**config.mk**
```make
export PLATFORM = sky130hd
export DESIGN_NAME = token_ring_mac_transmitter_flat
export DESIGN_NICKNAME = d
export VERILOG_FILES = /design/src/sv/trmt_pkg.sv /design/src/sv/trmt_if.sv /design/src/sv/trmt_ram.sv /design/src/sv/token_ring_mac_transmitter.sv /design/src/flat_wrapper.sv
export VERILOG_INCLUDE_DIRS = /design/src /design/src/sv
export SDC_FILE = /design/constraint.sdc
export NUM_CORES = 2
export LEC_CHECK = 0
export BUFFER_PORTS_ARGS = -buffer_cell sky130_fd_sc_hd__buf_2
export CORE_UTILIZATION = 45
export CTS_CLUSTER_SIZE = 28
export DETAILED_ROUTE_END_ITERATION = 6
export GPL_TIMING_DRIVEN = 0
export PLACE_DENSITY = 0.64
export SLEW_MARGIN = 25
export SYNTH_ARGS = -nofsm -noshare
export SYNTH_HDL_FRONTEND = slang
export SYNTH_HIERARCHICAL = 1
export SYNTH_SLANG_ARGS = --single-unit
```
**constraint.sdc**
```tcl
create_clock -name clk -period 9.85 [get_ports clk]
set_input_delay 1.4775 -clock clk [delete_from_list [all_inputs] [get_ports clk]]
set_output_delay 1.4775 -clock clk [all_outputs]
set_load 0.01 [all_outputs]
```
**src/sv/token_ring_mac_transmitter_defines.svh**
```systemverilog
// Assertion macros for the token ring MAC transmitter.
// Used by the top level; expects clk and arst_n in scope.
`ifndef TOKEN_RING_MAC_TRANSMITTER_DEFINES_SVH
`define TOKEN_RING_MAC_TRANSMITTER_DEFINES_SVH

// same-cycle implication
`define TRMT_ASSERT_IMP(lbl, ante, cons, msg) \
	lbl: assert property (@(posedge clk) disable iff (!arst_n) (ante) |-> (cons)) \
		else $error(msg);

// next-cycle implication
`define TRMT_ASSERT_NXT(lbl, ante, cons, msg) \
	lbl: assert property (@(posedge clk) disable iff (!arst_n) (ante) |=> (cons)) \
		else $error(msg);

`endif

```
**src/sv/trmt_pkg.sv**
```systemverilog
// Shared codes and field widths for the token ring MAC transmitter.
// No dependencies.
package trmt_pkg;

	localparam int CMD_W   = 2;
	localparam int KIND_W  = 3;
	localparam int BYTE_W  = 8;
	localparam int ADDR_W  = 4;
	localparam int SAP_W   = 3;
	localparam int REG_IDX_W = 3;
	localparam int REG_DATA_W = 8;

	// input item kinds
	localparam logic [CMD_W-1:0] CMD_PAYLOAD = 2'd0;
	localparam logic [CMD_W-1:0] CMD_TOKEN   = 2'd1;
	localparam logic [CMD_W-1:0] CMD_BACK    = 2'd2;
	localparam logic [CMD_W-1:0] CMD_NEWTOK  = 2'd3;

	// result kinds
	localparam logic [KIND_W-1:0] KIND_PHY   = 3'd0;
	localparam logic [KIND_W-1:0] KIND_LIST  = 3'd1;
	localparam logic [KIND_W-1:0] KIND_LOST  = 3'd2;
	localparam logic [KIND_W-1:0] KIND_DROP  = 3'd3;
	localparam logic [KIND_W-1:0] KIND_TRUNC = 3'd4;

	// configuration register indexes
	localparam logic [REG_IDX_W-1:0] REG_OWN_ADDR  = 3'd0;
	localparam logic [REG_IDX_W-1:0] REG_TOKEN_TAG = 3'd1;
	localparam logic [REG_IDX_W-1:0] REG_CONNECTED = 3'd2;
	localparam logic [REG_IDX_W-1:0] REG_CHAT_BIT  = 3'd3;
	localparam logic [REG_IDX_W-1:0] REG_TIME_BIT  = 3'd4;

endpackage

```
**src/sv/trmt_if.sv**
```systemverilog
// Valid/ready channels of the token ring MAC transmitter.
// Depends on trmt_pkg for field widths.
interface trmt_in_if;
	logic                         valid;
	logic                         ready;
	logic [trmt_pkg::CMD_W-1:0]   cmd;
	logic [trmt_pkg::BYTE_W-1:0]  data_byte;
	logic                         last_byte;
	logic [trmt_pkg::ADDR_W-1:0]  dest_address;
	logic [trmt_pkg::SAP_W-1:0]   service_point;

	modport source (output valid, cmd, data_byte, last_byte, dest_address, service_point,
		input ready);
	modport sink (input valid, cmd, data_byte, last_byte, dest_address, service_point,
		output ready);
endinterface

interface trmt_out_if;
	logic                         valid;
	logic                         ready;
	logic [trmt_pkg::KIND_W-1:0]  kind;
	logic [trmt_pkg::BYTE_W-1:0]  value;
	logic                         end_of_run;

	modport source (output valid, kind, value, end_of_run, input ready);
	modport sink (input valid, kind, value, end_of_run, output ready);
endinterface

```
**src/sv/trmt_ram.sv**
```systemverilog
// Simple dual-port RAM, one write and one registered read port.
// No dependencies.
module trmt_ram #(
	parameter int DEPTH = 144,
	parameter int WIDTH = 8
) (
	input  logic                                    clk,
	input  logic                                    we,
	input  logic [(DEPTH > 1 ? $clog2(DEPTH) : 1)-1:0] waddr,
	input  logic [WIDTH-1:0]                        wdata,
	input  logic                                    re,
	input  logic [(DEPTH > 1 ? $clog2(DEPTH) : 1)-1:0] raddr,
	output logic [WIDTH-1:0]                        rdata
);
	logic [WIDTH-1:0] mem [DEPTH];

	always_ff @(posedge clk) begin
		if (we) begin
			mem[waddr] <= wdata;
		end
		if (re) begin
			rdata <= mem[raddr];
		end
	end
endmodule

```
**src/sv/token_ring_mac_transmitter.sv**
```systemverilog
// Token ring MAC transmitter: frame builder, token handling, retransmit.
// Depends on trmt_pkg, trmt_if, trmt_ram and the assertion macro header.
//
// Usage:
//  in_ch carries one byte-level item per transfer: a payload byte, a token
//  byte, a returned-frame byte, or a new-token request. out_ch carries the
//  results: bytes for the physical layer plus list-changed, station-lost,
//  dropped and truncated reports; end_of_run flags the last result of an item.
//  Configuration is written through cfg_we/cfg_index/cfg_data while idle;
//  the block does not enforce this. Throughput: a byte ending no message is
//  taken every cycle. A message's last payload byte starts four header/status
//  writes into the frame store. A token's last byte starts a station list
//  scan; token bytes go out one per cycle while the receiver is ready, and
//  a frame from the store or the saved copy goes out a byte at a time, each
//  a registered RAM read, then the output register. The single output
//  register sets the pace of every run; in_ch.ready stays low while a run is
//  being produced. A stalled receiver holds the run where it is, nothing is
//  lost. Reset: asynchronous, clears queue pointers, counters, station list,
//  the saved copy marker and configuration to defaults. Frame store contents
//  are not cleared; no clearing pass is needed.
`include "token_ring_mac_transmitter_defines.svh"

module token_ring_mac_transmitter #(
	parameter int QUEUE_DEPTH   = 4,
	parameter int MAX_PAYLOAD   = 32,
	parameter int STATION_COUNT = 16
) (
	input  logic                                clk,
	input  logic                                arst_n,
	input  logic                                cfg_we,
	input  logic [trmt_pkg::REG_IDX_W-1:0]      cfg_index,
	input  logic [trmt_pkg::REG_DATA_W-1:0]     cfg_data,
	trmt_in_if.sink                             in_ch,
	trmt_out_if.source                          out_ch
);
	localparam int SLOT_SIZE   = MAX_PAYLOAD + 4;
	localparam int TOKEN_SIZE  = STATION_COUNT + 1;
	localparam int STORE_DEPTH = QUEUE_DEPTH * SLOT_SIZE;
	localparam int SA_W  = $clog2(STORE_DEPTH);
	localparam int SV_W  = $clog2(SLOT_SIZE);
	localparam int QP_W  = (QUEUE_DEPTH > 1) ? $clog2(QUEUE_DEPTH) : 1;
	localparam int QC_W  = $clog2(QUEUE_DEPTH + 1);
	localparam int LEN_W = $clog2(MAX_PAYLOAD + 1);
	localparam int TK_W  = $clog2(TOKEN_SIZE);
	localparam int TC_W  = $clog2(TOKEN_SIZE + 1);
	localparam int ST_W  = (STATION_COUNT > 1) ? $clog2(STATION_COUNT) : 1;
	localparam int MAXN  = (SLOT_SIZE > TOKEN_SIZE) ? SLOT_SIZE : TOKEN_SIZE;
	localparam int IDX_W = $clog2(MAXN);
	localparam int BC_W  = 9;   // returned-frame byte counter, covers 3 + 255 and saturates at 511

	typedef enum logic [2:0] {
		ST_IDLE, ST_HDR, ST_SCAN, ST_MSG, ST_SEND_RD, ST_SEND_WT, ST_TOK
	} state_t;

	// configuration
	logic [3:0] own_q;
	logic [7:0] tag_q;
	logic       conn_q;
	logic [2:0] chat_q;
	logic [2:0] time_q;

	always_ff @(posedge clk or negedge arst_n) begin
		if (!arst_n) begin
			own_q  <= '0;
			tag_q  <= 8'hFF;
			conn_q <= 1'b1;
			chat_q <= 3'd1;
			time_q <= 3'd3;
		end else if (cfg_we) begin
			unique case (cfg_index)
				trmt_pkg::REG_OWN_ADDR:  own_q  <= cfg_data[3:0];
				trmt_pkg::REG_TOKEN_TAG: tag_q  <= cfg_data;
				trmt_pkg::REG_CONNECTED: conn_q <= cfg_data[0];
				trmt_pkg::REG_CHAT_BIT:  chat_q <= cfg_data[2:0];
				trmt_pkg::REG_TIME_BIT:  time_q <= cfg_data[2:0];
				default: ;
			endcase
		end
	end

	state_t             state_q;
	logic [IDX_W-1:0]   idx_q;
	logic [IDX_W-1:0]   nlast_q;
	logic               src_copy_q;   // frame comes from the store, copied on the fly
	logic               newtok_q;
	logic               changed_q;

	// queue
	logic [QP_W-1:0]    head_q, tail_q;
	logic [QC_W-1:0]    qcount_q;
	logic [LEN_W-1:0]   lens_q [QUEUE_DEPTH];
	logic [SA_W-1:0]    copy_base_q;

	// frame builder
	logic [LEN_W-1:0]   bcount_q;
	logic [7:0]         bsum_q;
	logic               bdrop_q, bover_q;
	logic [7:0]         c0_q, c1_q, stat_q;
	logic [LEN_W-1:0]   flen_q;
	logic               trunc_q;

	// saved copy, token, station list
	logic [LEN_W-1:0]   saved_len_q;
	logic [7:0]         held_q [TOKEN_SIZE];
	logic [TC_W-1:0]    tcount_q;
	logic [7:0]         st_q [STATION_COUNT];

	// returned frame
	logic [BC_W-1:0]    bk_cnt_q;
	logic [3:0]         bk_dest_q;
	logic [7:0]         bk_len_q;
	logic [7:0]         bk_stat_q;

	// result message for single-result steps
	logic [trmt_pkg::KIND_W-1:0] msg_kind_q;
	logic [7:0]         msg_val_q;
	logic               msg_eor_q;
	state_t             msg_next_q;

	// output register
	logic                         ov_q;
	logic [trmt_pkg::KIND_W-1:0]  ok_q;
	logic [7:0]                   oval_q;
	logic                         oeor_q;

	assign out_ch.valid      = ov_q;
	assign out_ch.kind       = ok_q;
	assign out_ch.value      = oval_q;
	assign out_ch.end_of_run = oeor_q;
	assign in_ch.ready       = (state_q == ST_IDLE);

	logic acc, out_free, load_out, end_acc;
	logic [7:0] b;
	assign acc      = in_ch.valid && in_ch.ready;
	assign out_free = !ov_q || out_ch.ready;
	assign b        = in_ch.data_byte;
	// output register takes a new result this cycle
	assign load_out = out_free
		&& (state_q == ST_MSG || state_q == ST_SEND_WT || state_q == ST_TOK);
	assign end_acc  = acc && (in_ch.last_byte || in_ch.cmd == trmt_pkg::CMD_NEWTOK);

	// frame builder step
	logic             p_drop, p_store;
	logic [LEN_W-1:0] p_cnt_n;
	logic [7:0]       p_sum_n, p_c0, p_c1, p_chk;
	logic [SA_W-1:0]  tail_base;

	assign tail_base = SA_W'(tail_q * SLOT_SIZE);
	assign p_drop  = bdrop_q || (bcount_q == '0 && qcount_q >= QC_W'(QUEUE_DEPTH));
	assign p_store = !p_drop && (bcount_q < LEN_W'(MAX_PAYLOAD));
	assign p_cnt_n = p_store ? bcount_q + LEN_W'(1) : bcount_q;
	assign p_sum_n = p_store ? bsum_q + b : bsum_q;
	assign p_c0    = {1'b0, own_q, 3'b000} + 8'(in_ch.service_point);
	assign p_c1    = {1'b0, in_ch.dest_address, 3'b000} + 8'(in_ch.service_point);
	assign p_chk   = p_sum_n + p_c0 + p_c1 + 8'(p_cnt_n);

	// returned-frame field capture
	logic [3:0] bk_dest_n;
	logic [7:0] bk_len_n, bk_stat_n;
	always_comb begin
		bk_dest_n = bk_dest_q;
		bk_len_n  = bk_len_q;
		bk_stat_n = bk_stat_q;
		priority if (bk_cnt_q == BC_W'(1)) begin
			bk_dest_n = b[6:3];
		end else if (bk_cnt_q == BC_W'(2)) begin
			bk_len_n = b;
		end else if (bk_cnt_q >= BC_W'(3) && bk_cnt_q == BC_W'(3) + BC_W'(bk_len_q)) begin
			bk_stat_n = b;
		end
	end

	// token handling
	logic       tok_acc, own_in_tok;
	logic [7:0] svc;
	logic [TK_W-1:0] own_idx;
	assign tok_acc    = acc && in_ch.cmd == trmt_pkg::CMD_TOKEN;
	assign own_in_tok = ({1'b0, own_q} + 5'd1) < 5'(TOKEN_SIZE);
	assign own_idx    = TK_W'({1'b0, own_q} + 5'd1);
	assign svc        = (8'(conn_q) << chat_q) | (8'd1 << time_q);

	// station list scan
	logic [ST_W-1:0] si;
	logic [TK_W-1:0] hi;
	logic            tag_match, sc_diff;
	assign si        = ST_W'(idx_q);
	assign hi        = TK_W'(idx_q) + TK_W'(1);
	assign tag_match = (held_q[0] == tag_q);
	assign sc_diff   = tag_match && (st_q[si] != held_q[hi]);

	// frame store and saved copy
	logic            q_we, s_we, q_re, s_re;
	logic [SA_W-1:0] q_waddr, q_raddr;
	logic [7:0]      q_wdata, q_rdata, s_rdata;
	logic [SV_W-1:0] s_addr;
	logic            hdr_done;

	assign hdr_done = (state_q == ST_HDR) && idx_q == IDX_W'(3);
	assign q_re     = (state_q == ST_SEND_RD) && src_copy_q;
	assign s_re     = (state_q == ST_SEND_RD) && !src_copy_q;
	assign q_raddr  = copy_base_q + SA_W'(idx_q);
	assign s_addr   = SV_W'(idx_q);
	assign s_we     = (state_q == ST_SEND_WT) && out_free && src_copy_q;

	always_comb begin
		q_we    = 1'b0;
		q_waddr = tail_base + SA_W'(3) + SA_W'(bcount_q);
		q_wdata = b;
		if (state_q == ST_IDLE && acc && in_ch.cmd == trmt_pkg::CMD_PAYLOAD && p_store) begin
			q_we = 1'b1;
		end else if (state_q == ST_HDR) begin
			q_we = 1'b1;
			unique case (idx_q[1:0])
				2'd0: begin q_waddr = tail_base;            q_wdata = c0_q; end
				2'd1: begin q_waddr = tail_base + SA_W'(1); q_wdata = c1_q; end
				2'd2: begin q_waddr = tail_base + SA_W'(2); q_wdata = 8'(flen_q); end
				2'd3: begin
					q_waddr = tail_base + SA_W'(3) + SA_W'(flen_q);
					q_wdata = stat_q;
				end
			endcase
		end
	end

	trmt_ram #(.DEPTH(STORE_DEPTH), .WIDTH(8)) u_store (
		.clk(clk), .we(q_we), .waddr(q_waddr), .wdata(q_wdata),
		.re(q_re), .raddr(q_raddr), .rdata(q_rdata)
	);

	trmt_ram #(.DEPTH(SLOT_SIZE), .WIDTH(8)) u_saved (
		.clk(clk), .we(s_we), .waddr(s_addr), .wdata(q_rdata),
		.re(s_re), .raddr(s_addr), .rdata(s_rdata)
	);

	// held token and slot lengths, no reset needed
	// first token byte clears the rest; own station byte wins on the last byte
	always_ff @(posedge clk) begin
		if (tok_acc) begin
			for (int k = 0; k < TOKEN_SIZE; k++) begin
				if (in_ch.last_byte && own_in_tok && own_idx == TK_W'(k)) begin
					held_q[k] <= svc;
				end else if (tcount_q == '0) begin
					held_q[k] <= (k == 0) ? b : 8'd0;
				end else if (tcount_q < TC_W'(TOKEN_SIZE)
					&& tcount_q[TK_W-1:0] == TK_W'(k)) begin
					held_q[k] <= b;
				end
			end
		end
		if (hdr_done) begin
			lens_q[tail_q] <= flen_q;
		end
	end

	logic [7:0] tok_byte, rd_byte;
	assign tok_byte = newtok_q ? ((idx_q == '0) ? tag_q : 8'd0) : held_q[TK_W'(idx_q)];
	assign rd_byte  = src_copy_q ? q_rdata : s_rdata;

	always_ff @(posedge clk or negedge arst_n) begin
		state_t nxt;
		if (!arst_n) begin
			state_q     <= ST_IDLE;
			idx_q       <= '0;
			nlast_q     <= '0;
			src_copy_q  <= 1'b0;
			newtok_q    <= 1'b0;
			changed_q   <= 1'b0;
			head_q      <= '0;
			tail_q      <= '0;
			qcount_q    <= '0;
			copy_base_q <= '0;
			bcount_q    <= '0;
			bsum_q      <= '0;
			bdrop_q     <= 1'b0;
			bover_q     <= 1'b0;
			c0_q        <= '0;
			c1_q        <= '0;
			stat_q      <= '0;
			flen_q      <= '0;
			trunc_q     <= 1'b0;
			saved_len_q <= '0;
			tcount_q    <= '0;
			for (int k = 0; k < STATION_COUNT; k++) begin
				st_q[k] <= '0;
			end
			bk_cnt_q    <= '0;
			bk_dest_q   <= '0;
			bk_len_q    <= '0;
			bk_stat_q   <= '0;
			msg_kind_q  <= trmt_pkg::KIND_PHY;
			msg_val_q   <= '0;
			msg_eor_q   <= 1'b0;
			msg_next_q  <= ST_IDLE;
			ov_q        <= 1'b0;
			ok_q        <= trmt_pkg::KIND_PHY;
			oval_q      <= '0;
			oeor_q      <= 1'b0;
		end else begin
			nxt = ST_TOK;
			if (load_out) begin
				ov_q <= 1'b1;
			end else if (out_ch.ready) begin
				ov_q <= 1'b0;
			end
			unique case (state_q)
				ST_IDLE: begin
					if (acc) begin
						unique case (in_ch.cmd)
							trmt_pkg::CMD_PAYLOAD: begin
								if (in_ch.last_byte) begin
									bcount_q <= '0;
									bsum_q   <= '0;
									bdrop_q  <= 1'b0;
									bover_q  <= 1'b0;
									if (p_drop) begin
										msg_kind_q <= trmt_pkg::KIND_DROP;
										msg_val_q  <= '0;
										msg_eor_q  <= 1'b1;
										msg_next_q <= ST_IDLE;
										state_q    <= ST_MSG;
									end else begin
										c0_q    <= p_c0;
										c1_q    <= p_c1;
										flen_q  <= p_cnt_n;
										stat_q  <= {p_chk[5:0], 2'b00};
										trunc_q <= bover_q || !p_store;
										idx_q   <= '0;
										state_q <= ST_HDR;
									end
								end else begin
									bcount_q <= p_cnt_n;
									bsum_q   <= p_sum_n;
									bdrop_q  <= p_drop;
									bover_q  <= bover_q || (!p_drop && !p_store);
								end
							end
							trmt_pkg::CMD_TOKEN: begin
								if (in_ch.last_byte) begin
									tcount_q  <= '0;
									idx_q     <= '0;
									changed_q <= 1'b0;
									state_q   <= ST_SCAN;
								end else if (tcount_q < TC_W'(TOKEN_SIZE)) begin
									tcount_q <= tcount_q + TC_W'(1);
								end
							end
							trmt_pkg::CMD_BACK: begin
								if (in_ch.last_byte) begin
									bk_cnt_q  <= '0;
									bk_dest_q <= '0;
									bk_len_q  <= '0;
									bk_stat_q <= '0;
									idx_q     <= '0;
									newtok_q  <= 1'b0;
									priority if (bk_stat_n[1] && bk_stat_n[0]) begin
										// acknowledged: release the token
										saved_len_q <= '0;
										state_q     <= ST_TOK;
									end else if (bk_stat_n[1]) begin
										// read but not acked: resend the copy if any
										if (saved_len_q != '0) begin
											src_copy_q <= 1'b0;
											nlast_q    <= IDX_W'(saved_len_q) + IDX_W'(3);
											state_q    <= ST_SEND_RD;
										end else begin
											state_q <= ST_TOK;
										end
									end else begin
										// not read: station lost
										saved_len_q <= '0;
										msg_kind_q  <= trmt_pkg::KIND_LOST;
										msg_val_q   <= 8'(bk_dest_n) + 8'd1;
										msg_eor_q   <= 1'b0;
										msg_next_q  <= ST_TOK;
										state_q     <= ST_MSG;
									end
								end else begin
									bk_dest_q <= bk_dest_n;
									bk_len_q  <= bk_len_n;
									bk_stat_q <= bk_stat_n;
									if (bk_cnt_q != '1) begin
										bk_cnt_q <= bk_cnt_q + BC_W'(1);
									end
								end
							end
							trmt_pkg::CMD_NEWTOK: begin
								newtok_q <= 1'b1;
								idx_q    <= '0;
								state_q  <= ST_TOK;
							end
						endcase
					end
				end
				ST_HDR: begin
					idx_q <= idx_q + IDX_W'(1);
					if (hdr_done) begin
						tail_q   <= (tail_q == QP_W'(QUEUE_DEPTH - 1)) ? '0 : tail_q + QP_W'(1);
						qcount_q <= qcount_q + QC_W'(1);
						if (trunc_q) begin
							msg_kind_q <= trmt_pkg::KIND_TRUNC;
							msg_val_q  <= '0;
							msg_eor_q  <= 1'b1;
							msg_next_q <= ST_IDLE;
							state_q    <= ST_MSG;
						end else begin
							state_q <= ST_IDLE;
						end
					end
				end
				ST_SCAN: begin
					if (sc_diff) begin
						st_q[si]  <= held_q[hi];
						changed_q <= 1'b1;
					end
					if (idx_q == IDX_W'(STATION_COUNT - 1)) begin
						idx_q    <= '0;
						newtok_q <= 1'b0;
						if (qcount_q != '0) begin
							// oldest frame goes out and becomes the saved copy
							saved_len_q <= lens_q[head_q];
							nlast_q     <= IDX_W'(lens_q[head_q]) + IDX_W'(3);
							copy_base_q <= SA_W'(head_q * SLOT_SIZE);
							head_q      <= (head_q == QP_W'(QUEUE_DEPTH - 1)) ? '0
								: head_q + QP_W'(1);
							qcount_q    <= qcount_q - QC_W'(1);
							src_copy_q  <= 1'b1;
							nxt = ST_SEND_RD;
						end
						if (changed_q || sc_diff) begin
							msg_kind_q <= trmt_pkg::KIND_LIST;
							msg_val_q  <= '0;
							msg_eor_q  <= 1'b0;
							msg_next_q <= nxt;
							state_q    <= ST_MSG;
						end else begin
							state_q <= nxt;
						end
					end else begin
						idx_q <= idx_q + IDX_W'(1);
					end
				end
				ST_MSG: begin
					if (out_free) begin
						ok_q    <= msg_kind_q;
						oval_q  <= msg_val_q;
						oeor_q  <= msg_eor_q;
						state_q <= msg_next_q;
					end
				end
				ST_SEND_RD: begin
					state_q <= ST_SEND_WT;
				end
				ST_SEND_WT: begin
					if (out_free) begin
						ok_q   <= trmt_pkg::KIND_PHY;
						oval_q <= rd_byte;
						oeor_q <= (idx_q == nlast_q);
						if (idx_q == nlast_q) begin
							state_q <= ST_IDLE;
						end else begin
							idx_q   <= idx_q + IDX_W'(1);
							state_q <= ST_SEND_RD;
						end
					end
				end
				ST_TOK: begin
					if (out_free) begin
						ok_q   <= trmt_pkg::KIND_PHY;
						oval_q <= tok_byte;
						oeor_q <= (idx_q == IDX_W'(TOKEN_SIZE - 1));
						if (idx_q == IDX_W'(TOKEN_SIZE - 1)) begin
							state_q <= ST_IDLE;
						end else begin
							idx_q <= idx_q + IDX_W'(1);
						end
					end
				end
			endcase
		end
	end

	// queue occupancy never passes the slot count
	`TRMT_ASSERT_IMP(a_qcount_bound, 1'b1, qcount_q <= QC_W'(QUEUE_DEPTH), "queue overfilled")
	// an item that ends a message or token always starts a busy run
	`TRMT_ASSERT_NXT(a_busy_after_end, end_acc, !in_ch.ready, "not busy after end")
	// saved copy length stays within the payload limit
	`TRMT_ASSERT_IMP(a_saved_len, 1'b1, saved_len_q <= LEN_W'(MAX_PAYLOAD), "saved length too long")

endmodule
```
**src/flat_wrapper.sv**
```systemverilog
// flat-port wrapper written by rule: the top's interface ports become plain ports
module token_ring_mac_transmitter_flat 
#(
	parameter int QUEUE_DEPTH   = 4,
	parameter int MAX_PAYLOAD   = 32,
	parameter int STATION_COUNT = 16
)
  (clk, arst_n, cfg_we, cfg_index, cfg_data, in_ch_valid, in_ch_cmd, in_ch_data_byte, in_ch_last_byte, in_ch_dest_address, in_ch_service_point, in_ch_ready, out_ch_valid, out_ch_kind, out_ch_value, out_ch_end_of_run, out_ch_ready);
  trmt_in_if in_ch_i ();
  trmt_out_if out_ch_i ();
  input  logic clk;
  input  logic arst_n;
  input  logic cfg_we;
  input  logic [trmt_pkg::REG_IDX_W-1:0] cfg_index;
  input  logic [trmt_pkg::REG_DATA_W-1:0] cfg_data;
  input wire logic [$bits(in_ch_i.valid)-1:0] in_ch_valid;
  input wire logic [$bits(in_ch_i.cmd)-1:0] in_ch_cmd;
  input wire logic [$bits(in_ch_i.data_byte)-1:0] in_ch_data_byte;
  input wire logic [$bits(in_ch_i.last_byte)-1:0] in_ch_last_byte;
  input wire logic [$bits(in_ch_i.dest_address)-1:0] in_ch_dest_address;
  input wire logic [$bits(in_ch_i.service_point)-1:0] in_ch_service_point;
  output wire logic [$bits(in_ch_i.ready)-1:0] in_ch_ready;
  output wire logic [$bits(out_ch_i.valid)-1:0] out_ch_valid;
  output wire logic [$bits(out_ch_i.kind)-1:0] out_ch_kind;
  output wire logic [$bits(out_ch_i.value)-1:0] out_ch_value;
  output wire logic [$bits(out_ch_i.end_of_run)-1:0] out_ch_end_of_run;
  input wire logic [$bits(out_ch_i.ready)-1:0] out_ch_ready;
  assign in_ch_i.valid = in_ch_valid;
  assign in_ch_i.cmd = in_ch_cmd;
  assign in_ch_i.data_byte = in_ch_data_byte;
  assign in_ch_i.last_byte = in_ch_last_byte;
  assign in_ch_i.dest_address = in_ch_dest_address;
  assign in_ch_i.service_point = in_ch_service_point;
  assign in_ch_ready = in_ch_i.ready;
  assign out_ch_valid = out_ch_i.valid;
  assign out_ch_kind = out_ch_i.kind;
  assign out_ch_value = out_ch_i.value;
  assign out_ch_end_of_run = out_ch_i.end_of_run;
  assign out_ch_i.ready = out_ch_ready;
  token_ring_mac_transmitter #(.QUEUE_DEPTH(QUEUE_DEPTH), .MAX_PAYLOAD(MAX_PAYLOAD), .STATION_COUNT(STATION_COUNT)) u_core (.clk(clk), .arst_n(arst_n), .cfg_we(cfg_we), .cfg_index(cfg_index), .cfg_data(cfg_data), .in_ch(in_ch_i), .out_ch(out_ch_i));
endmodule
```
======== Yosys cells after proc, flatten, opt, wreduce, memory -nomap -nowiden ========
Memory sizes are Yosys's and may differ from the RTL's. A register that Yosys moved wholly into a read port is not among the register bits.
Cells that the tools add are included.
Widths: inputs -> output; s select.
word-level totals
  register bits ........................... 285
  bits in latches ......................... 0
  bits in writable memories ............... 1,600
  ROM bits ................................ 0
  bits of input ports ..................... 34
  memories kept ........................... 4
operators by class
  $add $sub $neg .......................... 26
  multiply operators ...................... 2
  divide/modulo/power cells ............... 0
  magnitude comparators ................... 7
  equal/unequal tests ..................... 92
  shift operators ......................... 2
  multiplexer cells ....................... 397
  bitwise operators ....................... 37
  reductions and logical operators ........ 110
memories
  memory              words  bits a word  rd ports  clocked after memory_dff  write ports  line                               RTL
  u_core.u_store.mem  144    8            1         1                         1            trmt_ram.sv:15                     logic [WIDTH-1:0] mem [DEPTH];
  u_core.u_saved.mem  36     8            1         1                         1            trmt_ram.sv:15
  u_core.held_q       17     8            3         0                         17           token_ring_mac_transmitter.sv:104  logic [7:0] held_q [TOKEN_SIZE];
  u_core.lens_q       4      6            1         0                         1            token_ring_mac_transmitter.sv:91   logic [LEN_W-1:0] lens_q [QUEUE_DEPTH];
operators by type and width
  cell                count
  $mux 8              62
  $mux 1              227
  $mux 6              26
  $bwmux 128          1
  $mux 3              39
  $eq 5x4->1 const B  16
  $pmux 8 s4          2
  $logic_and 1x1->1   53
  $pmux 8 s3          2
  $eq 5x3->1 const B  8
  $or 1x1->1          34
  $ne 3x3->1 const B  11
  $bmux 8 s4          1
  $demux 8 s4         1
  $pmux 6 s5          1
  $add 8x6->8         3
  $pmux 3 s2          4
  $pmux 6 s2          2
  $ne 2x2->1 const B  11
  $pmux 3 s7          1
  $eq 5x2->1 const B  4
  $mux 2              10
  $ne 2x1->1 const B  10
  $reduce_and 5->1    4
  other kinds (70)    140

======== Logic depth before layout (Yosys ltp) ========
  word-level depth ........................ 12
  gate-level depth with buffers ........... 21
  depth with buffers taken out ............ 20

======== Modules after synthesis ========
The synthesis kept the hierarchy.
by module, submodules not included
  module                      times used  cells each  area each (µm²)  seq. area each (µm²)
  trmt_ram (u_core.u_store)   1           2,134       45,613.7         34,833.4
  token_ring_mac_transmitter  1           2,088       24,782.5         11,576.1
  trmt_ram (u_core.u_saved)   1           634         11,802.6         8,888.5

======== Worst setup path before layout ========
OpenSTA, ideal clock, no wires.
  kind .................................... reg-to-reg
  from .................................... register u_core.idx_q[0]
  to ...................................... memory u_core.u_store.mem[0][7] (data pin)
  arrival ................................. 8.457 ns
  path slack .............................. 0.044 ns
  cell stages (with the launch flop) ...... 11
  period minus slack after synthesis ...... 9.806 ns
  cell sequence ........................... dfrtp_1 -> buf_4 -> buf_6 -> buf_2 -> buf_1 -> clkbuf_1 -> inv_1 -> ha_1 -> clkbuf_1 -> nand2b_1 -> o31ai_1
on the way
  cells in the longest elaborated chain, start to end .. 4
  elaborated cells between the ends (all ways) .. 7
  those cells by class .................... eq/ne: 3; mux: 3; reduce/logical: 1
ends and longest elaborated chain
  element                             line                               RTL
  from (decl)                         token_ring_mac_transmitter.sv:82   logic [IDX_W-1:0] idx_q;
  from (signal assigned)              token_ring_mac_transmitter.sv:395  idx_q <= idx_q + IDX_W'(1);
  from (signal assigned)              token_ring_mac_transmitter.sv:439  idx_q <= idx_q + IDX_W'(1);
  from (signal assigned)              token_ring_mac_transmitter.sv:461  idx_q <= idx_q + IDX_W'(1);
  $eq 2x2->1 (tied with other cells)  token_ring_mac_transmitter.sv:213  unique case (idx_q[1:0])
  $pmux 8 s4 *                        token_ring_mac_transmitter.sv:213
  $mux 8 *                            token_ring_mac_transmitter.sv:211  end else if (state_q == ST_HDR) begin
  $mux 8 *                            token_ring_mac_transmitter.sv:209  if (state_q == ST_IDLE && acc && in_ch.cmd == trmt_pkg::CMD_PAYLOAD && p_store) begin
  via u_core.q_wdata[7]               token_ring_mac_transmitter.sv:194  logic [7:0] q_wdata, q_rdata, s_rdata;
  to (decl)                           trmt_ram.sv:15
Mark *: on every way through the listed nets, which the timed path passes. The rest lies on a longest branch.

======== Worst setup path after layout ========
  from .................................... register u_core.idx_q[0]
  to ...................................... memory u_core.u_store.mem[10][5], enable pin
on the way
  cells in the longest elaborated chain, start to end .. 4
  elaborated cells between the ends (all ways) .. 7
  those cells by class .................... eq/ne: 3; mux: 3; reduce/logical: 1
ends and longest elaborated chain
  element                             line                               RTL
  $eq 2x2->1 (tied with other cells)  token_ring_mac_transmitter.sv:213
  $pmux 8 s4 *                        token_ring_mac_transmitter.sv:213
  $mux 8 *                            token_ring_mac_transmitter.sv:211
  $mux 8 *                            token_ring_mac_transmitter.sv:209
  via u_core.q_waddr[2]               token_ring_mac_transmitter.sv:193  logic [SA_W-1:0] q_waddr, q_raddr;
Marked as above.

==> flow_summary_export.csv <==
group,metric,value,unit
floorplan,dieHeight,429,um
synthesis,synth_flop_cell,"edfxtp_1",
route,first_iter_violations,5613,
sta,rsz0062_at_grt,"no",
run_status,status,"finished, violations left",
synthesis,ys_warn_count,6,
synthesis,synth_fa_ha_area_share,1.11,%
critical_path,cp-end-kind,"flop",
critical_path,crit_path_max_fanout,10,
sta,finalCriticalPeriod,8.67,ns
clock_network,cts_resized,0,
critical_path,critical_path_class,"flop to flop",
critical_path,crit_top_cell,"clkbuf_1",
synthesis,synth_compound_area_share,6.95,%
pwr,p_per_area,258,nW/um2
sta,slew_headroom,22.6,%
floorplan,core,181000,um2
critical_path,slowest_stage,"nor2_1",
run,cap_violations,0,
synthesis,syn_area,82200,um2
global_route,grt_max_degree,87,
synthesis,async_reset_ff_share,14.3,%
pwr,p_leak,0.0311,uW
placed_design,place_inst,7343,
global_route,grt_overflow_total,0,
critical_path,startpoint_type,"flop",
layout,area.growth.synth_to_final,13.2,%
critical_path,crit_arrival,9.09,ns
sta,period_share,88.0,%
route,first_pass_iters,7,
global_route,grt_pass1_wl,333,mm
placed_design,gp_congestion,0.947,
worst_hold_path,holdCritPathClass,"flop to flop",
synthesis,ys_ff_latch,1886,
sta,fin_worst_skew,0.0431,ns
synthesis,synthXorXnorAreaFrac,0.740,%
synthesis,synthCells,4856,
clock_network,root_buffer,"clkbuf_16",
route,antenna_left,0,
floorplan,rows,156,
layout,finalNonFillerCells,7693,
global_route,grt_use_total,25.1,%
route,viasPerCell,6.18,
clock_network,clockBufferDepth,3,
synthesis,synth_cell_types,92,
synthesis,muxShareOfSynthArea,16.7,%
global_route,grt_pass1_vias,46700,
clock_network,clk_pin_slew_worst_paths,0.06,ns
route,wl,233,mm
clock_network,cts_setup_buffers,0,
layout,drive_above_1_share,21.4,%
synthesis,synth_top_family_by_area,"multiplexers",
layout,nNetsFinal,5265,
route,wire_per_inst,30.2,um
sta,worst_slew_pin_slew,1.16,ns
floorplan,die_x,429,um
clock_network,cts_tree,"yes",
synthesis,yosysSeqAreaShare,67.3,%
floorplan,start_util,45.4,%
route,drcViolationCount,3,
sta,final_max_slew_viol_count,0,
synthesis,syn-num-nets,4956,
synthesis,syn_avg_cell_area,16.9,um2
synthesis,synth-simple-area-share,4.66,%
clock_network,postCtsHoldBufs,0,
route,vias,47600,
sta,timing.setup.tns,0,ns
critical_path,worst-endpoint-required,10.27,ns
run_status,violations,"design-rule violations",
synthesis,synth_edf_count,1616,
sta,hold_viol,0,
floorplan,die-area,184000,um2
sta,setup_viol,0,
clock_network,numCtsBuffers,187,
placed_design,post-dp-hpwl,164,mm
global_route,antenna_found_initial,2,
floorplan,top_level_ports,48,
placed_design,port_buffers,45,
sta,fmax,0.115,GHz
critical_path,slowest_delay,1.09,ns
clock_network,htree_num_levels,4,
clock_network,clk_latency,0.83,ns
clock_network,clock_sinks,1886,
critical_path,path_cells,"buf_4 -> buf_6 -> buf_2 -> buf_1 -> clkbuf_1 -> inv_1 -> ha_1 -> clkbuf_1 -> or3_1 -> a221oi_1 -> a21oi_1 -> clkbuf_1 -> nor2b_1 -> clkbuf_1 -> nand3_1 -> nor2_1",
pwr,ir_worst_vdd,0.000195,V
## where the power goes
| group | internal [uW] | total [uW] | switching (uW) | leakage (uW) |
|---|---|---|---|---|
| combinational | 2800 | 7360 | 4560 | 0.0101 |
| sequential | 9470 | 9730 | 262 | 0.0182 |
| clock | 3870 | 6900 | 3030 | 0.00288 |
| total | 16100 | 24000 | 7850 | 0.0311 |
## final timing paths
kind / startpoint / end / slack [ns] / cells after the start
min in group asynchronous: arst_n / u_core/st_q[17] / 0.60 / 1
max in group asynchronous: arst_n / u_core/nlast_q[1] / 8.16 / 3
setup reg to reg: u_core/idx_q[0] / u_core/u_store/mem[10][5] / 1.18 / 16
hold / removal: u_core/bk_dest_q[2] / u_core/bk_dest_q[2] / 0.49 / 2
setup / recovery: u_core/idx_q[0] / u_core/u_store/mem[10][5] / 1.18 / 16
hold reg to reg: u_core/bk_dest_q[2] / u_core/bk_dest_q[2] / 0.49 / 2
## per-stage QoR
stage	setup slack [ns]	total power (uW)	instance area, um2	utilization (%)	hold WS [ns]
after floorplan	0.0438	14400	82200	-	0.450
after global placement	-9.30	17000	85400	47.1	0.464
after detailed placement	1.33	17100	87100	48.1	0.479
after CTS	1.34	24000	93000	51.3	0.495
after global routing	1.10	24800	93000	51.4	0.504
final	1.18	24000	93000	51.4	0.493
## cell usage in the layout, fill, tap and decap left out, types with 82 or more instances in the layout
cell and instances:
a22o_1 93, mux2i_1 262, dfrtp_1 258, mux2_2 193, a22oi_1 140, clkbuf_1 192
o21ai_0 171, edfxtp_1 1616, buf_2 82, a21oi_1 127, nor2_1 295, mux4_2 338
clkbuf_16 189, nand2_1 259
## worst max-delay path, delay by kind of cell, from the launching register on
kind / cells / cell delay (ns)
flip-flops: 1 / 0.86
AO/OA/AOI/OAI: 2 / 0.66
buffers and inverters: 9 / 3.79
adder cells (fa/ha/maj): 1 / 0.27
AND/OR/NAND/NOR: 4 / 2.67
## cells in the mapped netlist, types with 62 or more instances
cell type	count	share of area [%]
mux2_2	193	2.6
dfrtp_1	258	7.9
inv_1	63	0.29
mux2i_1	262	3.2
a22oi_1	140	1.3
nor2_1	306	1.4
mux4_2	338	9.3
clkbuf_1	148	0.68
edfxtp_1	1616	59
a21oi_1	131	0.80
nand3_1	62	0.38
nand2_1	259	1.2
o21ai_0	183	1.1
a22o_1	93	0.99
## metal layers
| metal | part of all wire [%] | GRT usage [%] | vias up |
|---|---|---|---|
| met5 | 0 | 0 | - |
| met4 | 4.4 | 10.4 | 0 |
| met3 | 7.8 | 4.73 | 489 |
| met2 | 47 | 39.6 | 2240 |
| met1 | 41 | 34.2 | 24800 |
| li1 | - | - | 20000 |
## state kept, by name, summed over array words and instances, names as in the netlist, 4 cells and up
register              flops
u_core/u_saved/rdata      8
u_core/flen_q             6
u_core/u_store/mem     1152
u_core/st_q             128
u_core/saved_len_q        6
u_core/bcount_q           6
u_core/bk_len_q           8
u_core/tcount_q           5
u_core/u_store/rdata      8
u_core/c0_q               7
u_core/own_q              4
u_core/tag_q              8
u_core/nlast_q            6
u_core/lens_q            24
u_core/msg_val_q          5
u_core/c1_q               4
u_core/idx_q              6
u_core/u_saved/mem      288
u_core/bk_dest_q          4
u_core/bsum_q             6
u_core/bk_cnt_q           9
u_core/out_ch.value       8
u_core/held_q           136
u_core/stat_q             6
## kinds of logic after synthesis
family | count (synthesis)
AOI/OAI and AO/OA | 785
xor gates and xnor gates | 67
adders and majority gates | 66
buffers and inverters | 357
DFF | 1886
muxes | 848
and+or+nand+nor | 847
## area by class of cell
cell class              count  area [um2]
diodes                      1        2.50
plain buffers             293        1850
clock buffers             240        4980
clock inverters           106         906
fillers                 14700       88100
inverters                  64         240
multi-input cells        2613       25000
flip-flops and latches   1886       55300
well taps                2370        2970
repair buffers            120        1790
(Power assumes the default switching activity.)
